[src/rtl/fpp_pkg.sv]
// Shared types, character codes and decode helpers for the position text parser.
// No dependencies; every other file of the block but fpp_chk uses this package.
package fpp_pkg;

    // Parser section, in text order
    typedef enum logic [2:0] {
        SEC_PLACE    = 3'd0,
        SEC_TURN     = 3'd1,
        SEC_CASTLE   = 3'd2,
        SEC_PASSANT  = 3'd3,
        SEC_HALFMOVE = 3'd4,
        SEC_FULLMOVE = 3'd5
    } t_section;

    // Board slots: two color boards, then six piece-type boards
    localparam int unsigned NUM_BOARDS = 8;
    localparam logic [2:0] BD_WHITE  = 3'd0;
    localparam logic [2:0] BD_BLACK  = 3'd1;
    localparam logic [2:0] BD_PAWN   = 3'd2;
    localparam logic [2:0] BD_KNIGHT = 3'd3;
    localparam logic [2:0] BD_BISHOP = 3'd4;
    localparam logic [2:0] BD_ROOK   = 3'd5;
    localparam logic [2:0] BD_QUEEN  = 3'd6;
    localparam logic [2:0] BD_KING   = 3'd7;

    // Character codes
    localparam logic [7:0] CH_NUL    = 8'h00;
    localparam logic [7:0] CH_LF     = 8'h0A;
    localparam logic [7:0] CH_SPACE  = 8'h20;
    localparam logic [7:0] CH_SLASH  = 8'h2F;
    localparam logic [7:0] CH_ONE    = 8'd49;
    localparam logic [7:0] CH_EIGHT  = 8'd56;
    localparam logic [7:0] CH_LOW_A  = 8'd97;
    localparam logic [7:0] CH_LOW_H  = 8'd104;
    localparam logic [7:0] CH_UP_K   = 8'h4B;
    localparam logic [7:0] CH_UP_Q   = 8'h51;
    localparam logic [7:0] CH_LOW_K  = 8'h6B;
    localparam logic [7:0] CH_LOW_Q  = 8'h71;
    localparam logic [7:0] CH_LOW_W  = 8'h77;
    localparam logic [7:0] CH_LOW_B  = 8'h62;

    // Reset values of the parser state
    localparam logic [2:0] RANK_TOP     = 3'd7;
    localparam logic [3:0] RIGHTS_INIT  = 4'hF;
    localparam logic [6:0] SQUARE_NONE  = 7'd64;

    // Decoded piece letter
    typedef struct packed {
        logic       valid;
        logic [2:0] color;
        logic [2:0] kind;
    } t_piece;

    // One result beat
    typedef struct packed {
        logic [63:0] white_board;
        logic [63:0] black_board;
        logic [63:0] pawn_board;
        logic [63:0] knight_board;
        logic [63:0] bishop_board;
        logic [63:0] rook_board;
        logic [63:0] queen_board;
        logic [63:0] king_board;
        logic        side_to_move;
        logic [3:0]  castling_mask;
        logic [6:0]  passant_square;
        logic        status;
    } t_result;

    // Core to result register: result present this cycle, and its payload
    typedef struct packed {
        logic    emit;
        t_result res;
    } t_core_out;

    // Map a piece letter to its color and type board
    function automatic t_piece piece_decode(input logic [7:0] ch);
        t_piece p;
        p.valid = 1'b1;
        p.color = (ch >= 8'h61 && ch <= 8'h7A) ? BD_BLACK : BD_WHITE;
        case (ch)
            8'h50, 8'h70: p.kind = BD_PAWN;
            8'h4E, 8'h6E: p.kind = BD_KNIGHT;
            8'h42, 8'h62: p.kind = BD_BISHOP;
            8'h52, 8'h72: p.kind = BD_ROOK;
            8'h51, 8'h71: p.kind = BD_QUEEN;
            8'h4B, 8'h6B: p.kind = BD_KING;
            default: begin
                p.valid = 1'b0;
                p.kind  = BD_PAWN;
            end
        endcase
        return p;
    endfunction

endpackage

[src/rtl/fen_position_parser.sv]
// Position text parser: one character per beat, one result per finished or bad position.
// An accepted character is held in the input register; the result it ends is then loaded into the result register.
// Throughput: one character per cycle; the input register stalls only when a character
// that ends a position meets a full result register whose beat is stalled.
// Reset (i_rst_n low, synchronous): parser back to placement, boards cleared, no result.
// Depends on fpp_pkg, fpp_core and fpp_out.
module fen_position_parser (
    input  logic        i_clk,
    input  logic        i_rst_n,
    input  logic        i_valid,
    output logic        o_stall,
    input  logic [7:0]  i_fen_char,
    output logic        o_valid,
    input  logic        i_stall,
    output logic [63:0] o_white_board,
    output logic [63:0] o_black_board,
    output logic [63:0] o_pawn_board,
    output logic [63:0] o_knight_board,
    output logic [63:0] o_bishop_board,
    output logic [63:0] o_rook_board,
    output logic [63:0] o_queen_board,
    output logic [63:0] o_king_board,
    output logic        o_side_to_move,
    output logic [3:0]  o_castling_mask,
    output logic [6:0]  o_passant_square,
    output logic        o_status
);

    logic               r_in_vld, n_in_vld;
    logic [7:0]         r_in_char;
    logic               in_accept;
    logic               advance;
    logic               fire;
    fpp_pkg::t_core_out core;
    fpp_pkg::t_result   res;

    // Process the held character unless its result has nowhere to go
    assign advance   = !core.emit || !o_valid || !i_stall;
    assign fire      = r_in_vld && advance;
    assign o_stall   = r_in_vld && !advance;
    assign in_accept = i_valid && !o_stall;

    // Input register
    always_comb begin
        n_in_vld = r_in_vld;
        if (in_accept) begin
            n_in_vld = 1'b1;
        end else if (fire) begin
            n_in_vld = 1'b0;
        end
    end

    always_ff @(posedge i_clk) begin
        if (!i_rst_n) begin
            r_in_vld <= 1'b0;
        end else begin
            r_in_vld <= n_in_vld;
        end
    end

    always_ff @(posedge i_clk) begin
        if (in_accept) begin
            r_in_char <= i_fen_char;
        end
    end

    fpp_core u_core (
        .i_clk   (i_clk),
        .i_rst_n (i_rst_n),
        .i_fire  (fire),
        .i_char  (r_in_char),
        .o_core  (core)
    );

    fpp_out u_out (
        .i_clk   (i_clk),
        .i_rst_n (i_rst_n),
        .i_load  (fire && core.emit),
        .i_res   (core.res),
        .i_stall (i_stall),
        .o_valid (o_valid),
        .o_res   (res)
    );

    // Unpack the result beat onto the ports
    assign o_white_board    = res.white_board;
    assign o_black_board    = res.black_board;
    assign o_pawn_board     = res.pawn_board;
    assign o_knight_board   = res.knight_board;
    assign o_bishop_board   = res.bishop_board;
    assign o_rook_board     = res.rook_board;
    assign o_queen_board    = res.queen_board;
    assign o_king_board     = res.king_board;
    assign o_side_to_move   = res.side_to_move;
    assign o_castling_mask  = res.castling_mask;
    assign o_passant_square = res.passant_square;
    assign o_status         = res.status;

endmodule

[src/rtl/fpp_core.sv]
// Parser state and per-character update: sections, rank/file counters, boards.
// Depends on fpp_pkg.
module fpp_core (
    input  logic               i_clk,
    input  logic               i_rst_n,
    input  logic               i_fire,
    input  logic [7:0]         i_char,
    output fpp_pkg::t_core_out o_core
);

    fpp_pkg::t_section r_section, n_section;
    logic [2:0]        r_rank, n_rank;
    logic [2:0]        r_file, n_file;
    logic [63:0]       r_boards [fpp_pkg::NUM_BOARDS];
    logic [63:0]       n_boards [fpp_pkg::NUM_BOARDS];
    logic              r_turn, n_turn;
    logic [3:0]        r_rights, n_rights;
    logic [3:0]        r_ep_file, n_ep_file;
    logic [3:0]        r_ep_rank, n_ep_rank;

    fpp_pkg::t_piece   piece;
    logic [63:0]       sq_bit;
    logic              is_digit;
    logic              is_sep;
    logic              emit;
    logic              bad;
    logic              restart;
    logic [3:0]        ep_file_m1;
    logic [3:0]        ep_rank_m1;

    assign piece    = fpp_pkg::piece_decode(i_char);
    assign sq_bit   = 64'd1 << {r_rank, r_file};
    assign is_digit = (i_char >= fpp_pkg::CH_ONE) && (i_char <= fpp_pkg::CH_EIGHT);
    assign is_sep   = (i_char == fpp_pkg::CH_SLASH) || (i_char == fpp_pkg::CH_SPACE);

    // Decode the character against the current section
    always_comb begin
        n_section = r_section;
        n_rank    = r_rank;
        n_file    = r_file;
        n_turn    = r_turn;
        n_rights  = r_rights;
        n_ep_file = r_ep_file;
        n_ep_rank = r_ep_rank;
        for (int b = 0; b < fpp_pkg::NUM_BOARDS; b++) begin
            n_boards[b] = r_boards[b];
        end
        emit    = 1'b0;
        bad     = 1'b0;
        restart = 1'b0;

        unique case (r_section)
            fpp_pkg::SEC_PLACE: begin
                if (is_digit) begin
                    // '1'..'8' low bits give the value mod 8
                    n_file = r_file + i_char[2:0];
                end else if (is_sep) begin
                    if (r_rank == 3'd0) begin
                        n_rank    = fpp_pkg::RANK_TOP;
                        n_section = fpp_pkg::SEC_TURN;
                    end else begin
                        n_rank = r_rank - 3'd1;
                    end
                end else if (piece.valid) begin
                    n_boards[piece.color] = r_boards[piece.color] | sq_bit;
                    n_boards[piece.kind]  = r_boards[piece.kind] | sq_bit;
                    n_file = r_file + 3'd1;
                end else begin
                    emit    = 1'b1;
                    bad     = 1'b1;
                    restart = 1'b1;
                end
            end
            fpp_pkg::SEC_TURN: begin
                if (i_char == fpp_pkg::CH_LOW_W) begin
                    n_turn = 1'b0;
                end else if (i_char == fpp_pkg::CH_LOW_B) begin
                    n_turn = 1'b1;
                end else if (i_char == fpp_pkg::CH_SPACE) begin
                    n_section = fpp_pkg::SEC_CASTLE;
                end
            end
            fpp_pkg::SEC_CASTLE: begin
                if (i_char == fpp_pkg::CH_UP_K) begin
                    n_rights = r_rights ^ 4'b0001;
                end else if (i_char == fpp_pkg::CH_UP_Q) begin
                    n_rights = r_rights ^ 4'b0010;
                end else if (i_char == fpp_pkg::CH_LOW_K) begin
                    n_rights = r_rights ^ 4'b0100;
                end else if (i_char == fpp_pkg::CH_LOW_Q) begin
                    n_rights = r_rights ^ 4'b1000;
                end else if (i_char == fpp_pkg::CH_SPACE) begin
                    n_section = fpp_pkg::SEC_PASSANT;
                end
            end
            fpp_pkg::SEC_PASSANT: begin
                // Letters a..h and digits 1..8 both carry file/rank + 1 in bits 3:0
                if (i_char >= fpp_pkg::CH_LOW_A && i_char <= fpp_pkg::CH_LOW_H) begin
                    n_ep_file = i_char[3:0];
                end else if (is_digit) begin
                    n_ep_rank = i_char[3:0];
                end else if (i_char == fpp_pkg::CH_SPACE) begin
                    n_section = fpp_pkg::SEC_HALFMOVE;
                end
            end
            fpp_pkg::SEC_HALFMOVE: begin
                if (i_char == fpp_pkg::CH_SPACE) begin
                    n_section = fpp_pkg::SEC_FULLMOVE;
                end
            end
            fpp_pkg::SEC_FULLMOVE: begin
                if (i_char == fpp_pkg::CH_SPACE || i_char == fpp_pkg::CH_LF ||
                    i_char == fpp_pkg::CH_NUL) begin
                    emit    = 1'b1;
                    restart = 1'b1;
                end
            end
            default: begin
                restart = 1'b1;
            end
        endcase

        // Start over on a new position
        if (restart) begin
            n_section = fpp_pkg::SEC_PLACE;
            n_rank    = fpp_pkg::RANK_TOP;
            n_file    = 3'd0;
            n_turn    = 1'b0;
            n_rights  = fpp_pkg::RIGHTS_INIT;
            n_ep_file = 4'd0;
            n_ep_rank = 4'd0;
            for (int b = 0; b < fpp_pkg::NUM_BOARDS; b++) begin
                n_boards[b] = 64'd0;
            end
        end
    end

    // Build the result beat from the state before this character
    assign ep_file_m1 = r_ep_file - 4'd1;
    assign ep_rank_m1 = r_ep_rank - 4'd1;

    always_comb begin
        o_core      = '0;
        o_core.emit = emit;
        if (bad) begin
            o_core.res.status = 1'b1;
        end else begin
            o_core.res.white_board   = r_boards[fpp_pkg::BD_WHITE];
            o_core.res.black_board   = r_boards[fpp_pkg::BD_BLACK];
            o_core.res.pawn_board    = r_boards[fpp_pkg::BD_PAWN];
            o_core.res.knight_board  = r_boards[fpp_pkg::BD_KNIGHT];
            o_core.res.bishop_board  = r_boards[fpp_pkg::BD_BISHOP];
            o_core.res.rook_board    = r_boards[fpp_pkg::BD_ROOK];
            o_core.res.queen_board   = r_boards[fpp_pkg::BD_QUEEN];
            o_core.res.king_board    = r_boards[fpp_pkg::BD_KING];
            o_core.res.side_to_move  = r_turn;
            o_core.res.castling_mask = r_rights;
            if (r_ep_file != 4'd0 && r_ep_rank != 4'd0) begin
                o_core.res.passant_square = {1'b0, ep_rank_m1[2:0], ep_file_m1[2:0]};
            end else begin
                o_core.res.passant_square = fpp_pkg::SQUARE_NONE;
            end
            o_core.res.status = 1'b0;
        end
    end

    // Advance the state on each processed beat
    always_ff @(posedge i_clk) begin
        if (!i_rst_n) begin
            r_section <= fpp_pkg::SEC_PLACE;
            r_rank    <= fpp_pkg::RANK_TOP;
            r_file    <= 3'd0;
            r_turn    <= 1'b0;
            r_rights  <= fpp_pkg::RIGHTS_INIT;
            r_ep_file <= 4'd0;
            r_ep_rank <= 4'd0;
            for (int b = 0; b < fpp_pkg::NUM_BOARDS; b++) begin
                r_boards[b] <= 64'd0;
            end
        end else if (i_fire) begin
            r_section <= n_section;
            r_rank    <= n_rank;
            r_file    <= n_file;
            r_turn    <= n_turn;
            r_rights  <= n_rights;
            r_ep_file <= n_ep_file;
            r_ep_rank <= n_ep_rank;
            for (int b = 0; b < fpp_pkg::NUM_BOARDS; b++) begin
                r_boards[b] <= n_boards[b];
            end
        end
    end

endmodule

[src/rtl/fpp_out.sv]
// Result register: holds one result beat until the downstream side takes it.
// Depends on fpp_pkg.
module fpp_out (
    input  logic             i_clk,
    input  logic             i_rst_n,
    input  logic             i_load,
    input  fpp_pkg::t_result i_res,
    input  logic             i_stall,
    output logic             o_valid,
    output fpp_pkg::t_result o_res
);

    logic             r_vld, n_vld;
    fpp_pkg::t_result r_res;

    // Fill on load, drain when the beat is taken
    always_comb begin
        n_vld = r_vld;
        if (i_load) begin
            n_vld = 1'b1;
        end else if (r_vld && !i_stall) begin
            n_vld = 1'b0;
        end
    end

    always_ff @(posedge i_clk) begin
        if (!i_rst_n) begin
            r_vld <= 1'b0;
        end else begin
            r_vld <= n_vld;
        end
    end

    // Payload needs no reset
    always_ff @(posedge i_clk) begin
        if (i_load) begin
            r_res <= i_res;
        end
    end

    assign o_valid = r_vld;
    assign o_res   = r_res;

endmodule

[config.mk]
export PLATFORM = sky130hd
export DESIGN_NAME = fen_position_parser
export DESIGN_NICKNAME = d
export VERILOG_FILES = /design/src/rtl/fpp_pkg.sv /design/src/rtl/fen_position_parser.sv /design/src/rtl/fpp_core.sv /design/src/rtl/fpp_out.sv
export SDC_FILE = /design/constraint.sdc
export NUM_CORES = 2
export LEC_CHECK = 0
export BUFFER_PORTS_ARGS = -buffer_cell sky130_fd_sc_hd__buf_2
export CORE_MARGIN = 2
export CORE_UTILIZATION = 35
export CTS_BUF_LIST = sky130_fd_sc_hd__clkbuf_8
export CTS_CLUSTER_DIAMETER = 100
export DETAILED_ROUTE_END_ITERATION = 8
export GPL_TIMING_DRIVEN = 0
export PLACE_DENSITY_LB_ADDON = 0.1
export RECOVER_POWER = 100
export SLEW_MARGIN = 20
export SYNTH_ARGS = -nofsm -noshare
export SYNTH_HDL_FRONTEND = slang
export SYNTH_SLANG_ARGS = --single-unit
[constraint.sdc]
create_clock -name i_clk -period 30.6 [get_ports i_clk]
set_clock_uncertainty 0.05 [all_clocks]
set_input_delay 1.53 -clock i_clk [delete_from_list [all_inputs] [get_ports i_clk]]
set_output_delay 1.53 -clock i_clk [all_outputs]
set_load 0.005 [all_outputs]
==> metrics <==
status finished, violations left; failing checks capacitance limit, slew limit; Tightest Pin Transition 2370 ps; cell area after layout 54000 um^2; setup violators final 0; total CTS buffers 185; maximum VDD drop 0.0442 mV; maximum fanout along the worst path 23; critical path class reg2reg; Post-CTS Setup Bufs 0; DRT iter0 DRCs 3934; Worst Path Required 31080 ps; critical path capture point type register; Hold WC Path Type reg2reg; Seq/Total Area, Yosys 69.3%; Final WS setup 19790 ps; Buffers on Ports 537; Clock Pin Slew Worst Setup and Hold Paths 60 ps; unrepaired setup endpoints after global routing false; Starting Density 35.4%; ys async rst share 0%; largest net degree at the start of global routing 26; I/O Pins 539; aggregate global routing overflow 0; die width 366 um; num rows 132; CTS tree yes; Final Util 41.5%; Synth Cell Area 46000 um^2; Cell variety after synth 71; Ys Warns 0; post-synthesis compound-gate area fraction 12.3%; clock sinks 1069; Die Y-Extent 366 um; cts hold-fix bufs 0; Final Hold Vio Count 0; Slew Viols, Final 33; Synth Area per Inst 13.2 um^2; Final period util 35.3%; vias in the first global route 32800; syn_nets 3487; worst hold slack 418 ps; DRT antenna net count 0; number of synthesized register bits 1069; post-synthesis xor/xnor area fraction 0.0762%; # nets final 4273; Layout Cells excl Fill 6150; Place WS 24960 ps; GRT Overall Usage 26.0%; core area 130000 um^2; initial antenna violation count 14; DPL Wire Length 132000 um; Period minus WS final 10810 ps; proportion of synthesized area in mux cells 3.28%; main flop type after synthesis edfxtp_1; CTS root buf clkbuf_8; Routability Congestion 0.887; max_slew headroom -62.2%; combinational family with the most area after synthesis compound AO/OA/AOI/OAI gates; Worst Path Arrival 11290 ps; Post-Synth Adder-Cell Area 0.180%; post-cts resize count 0; first-pass GRT wire length 248000 um; DP Cell Count 5810; Pwr per Cell Area 59.4 nW/um^2; Post-synth EDFFs 1045; clk buf depth 3; via/cell ratio 5.42; static leakage 0.0181 uW; area share of and/or/nand/nor cells after synthesis 12.2%; layout cells sized above 1 15.3%; Cell Area, Placed 52500 um^2; WL per Instance 29.2 um; Post-Route WL 180000 um; FMAX 92.5 MHz; First-pass DRT Iterations 6; Post-Syn Instances 3469; Clock Latency Late Sink 940 ps; Max-Cap Viols 5; DIE AREA 134000 um^2; Via Count 33300; DRC violations left 0; H-tree level count 4; crit start category register; Synth-to-Final Area Change 17.4%
cell usage after synthesis, drive strengths merged (3+ instances only):
master	instances	area [um^2]
nor4b	3	26.3
inv	10	37.5
or3	4	25.0
or4	5	37.5
mux2	117	1320
and2	518	3240
nor3	35	191
nor2	406	1520
a221o	55	551
a41oi	3	33.8
edfxtp	1045	31400
o21ai	237	1190
a211oi	85	643
buf	78	429
o31ai	7	62.6
nand4	9	56.3
a21o	3	22.5
o21a	4	30.0
a31oi	41	257
nand2	40	155
nand2b	7	43.8
o32a	3	30.0
mux2i	19	190
nand4b	6	52.6
a21oi	385	1930
dfxtp	24	480
clkbuf	196	736
nor2b	7	43.8
or2	3	18.8
ha	5	62.6
nand3	12	60.1
a221oi	63	771
metrics by stage:
step / TNS [ps] / power (uW)
floorplan: 0 / 1920
finish: 0 / 3210
global placement: -6723190 / 2080
CTS: 0 / 3270
global route: 0 / 3320
detailed placement: 0 / 2000
state kept, by name, indices dropped and copies added (netlist names):
register / flops
r_in_char: 8
r_in_vld: 1
u_core.r_boards: 512
u_core.r_ep_file: 4
u_core.r_ep_rank: 4
u_core.r_file: 3
u_core.r_rank: 3
u_core.r_rights: 4
u_core.r_section: 3
u_core.r_turn: 1
u_out.o_res: 525
u_out.o_valid: 1
worst paths after layout:
path                                          from                          endpoint  slack (ps)  depth (start not counted)
setup / recovery            r_in_char[2]$_DFFE_PP_    u_out.o_res[290]$_SDFFCE_PP0P_       19790                         15
hold / removal    u_core.r_ep_file[1]$_SDFFE_PN0P_  u_core.r_ep_file[1]$_SDFFE_PN0P_         420                          2
setup reg to reg            r_in_char[2]$_DFFE_PP_    u_out.o_res[290]$_SDFFCE_PP0P_       19790                         15
hold reg to reg   u_core.r_ep_file[1]$_SDFFE_PN0P_  u_core.r_ep_file[1]$_SDFFE_PN0P_         420                          2
power by group:
group,leakage (uW),total (uW),switching (uW),internal [uW]
combinational,0.00560,196,140,56.0
clock,0.00198,1270,632,639
sequential,0.0106,1740,46.2,1690
cell families after synthesis:
| logic type | after synthesis |
|---|---|
| flops | 1069 |
| simple gates | 1068 |
| compound gates | 901 |
| buf+inv | 285 |
| mux | 136 |
| fa+ha+maj | 6 |
| xor+xnor | 4 |
layer usage:
metal | global-route usage (%) | part of all wire (%)
met4 | 8.63 | 3.1
met5 | 0 | 0.012
met3 | 6.30 | 8.3
met2 | 41.0 | 46
met1 | 35.3 | 42
cell type report:
type	count	area, um^2
clock inverter	137	790
buffer	274	1040
antenna	7	17.5
sequential	1069	31900
fill	12700	76000
timing repair buffer	599	2620
multi-input combinational	2115	12700
clock buffer	196	2700
inverter	11	41.3
tap	1742	2180
cell usage in the layout, fill, tap and decap left out, types with 61 or more instances in the layout:
cell type / netlist / final
and2_1: 518 / 65
clkbuf_8: 0 / 196
inv_1: 9 / 61
o21ai_0: 235 / 234
and2_0: 0 / 453
a21oi_1: 384 / 385
buf_2: 49 / 297
clkbuf_1: 196 / 561
a211oi_1: 84 / 85
edfxtp_1: 1045 / 1045
mux2_2: 117 / 117
nor2_1: 406 / 405
critical path, cell delays in order, from the launching register on:
cell and delay (ps):
edfxtp_1 380, clkbuf_1 220, or4_1 550, clkbuf_1 220
and3b_1 280, nor3_1 810, nand2_1 500, clkbuf_1 680
clkbuf_1 550, a21oi_1 1370, clkbuf_1 740, clkbuf_1 870
clkbuf_1 690, clkbuf_1 820, clkbuf_1 620, clkbuf_1 990
No activity file was read; power rests on OpenSTA's default activity.
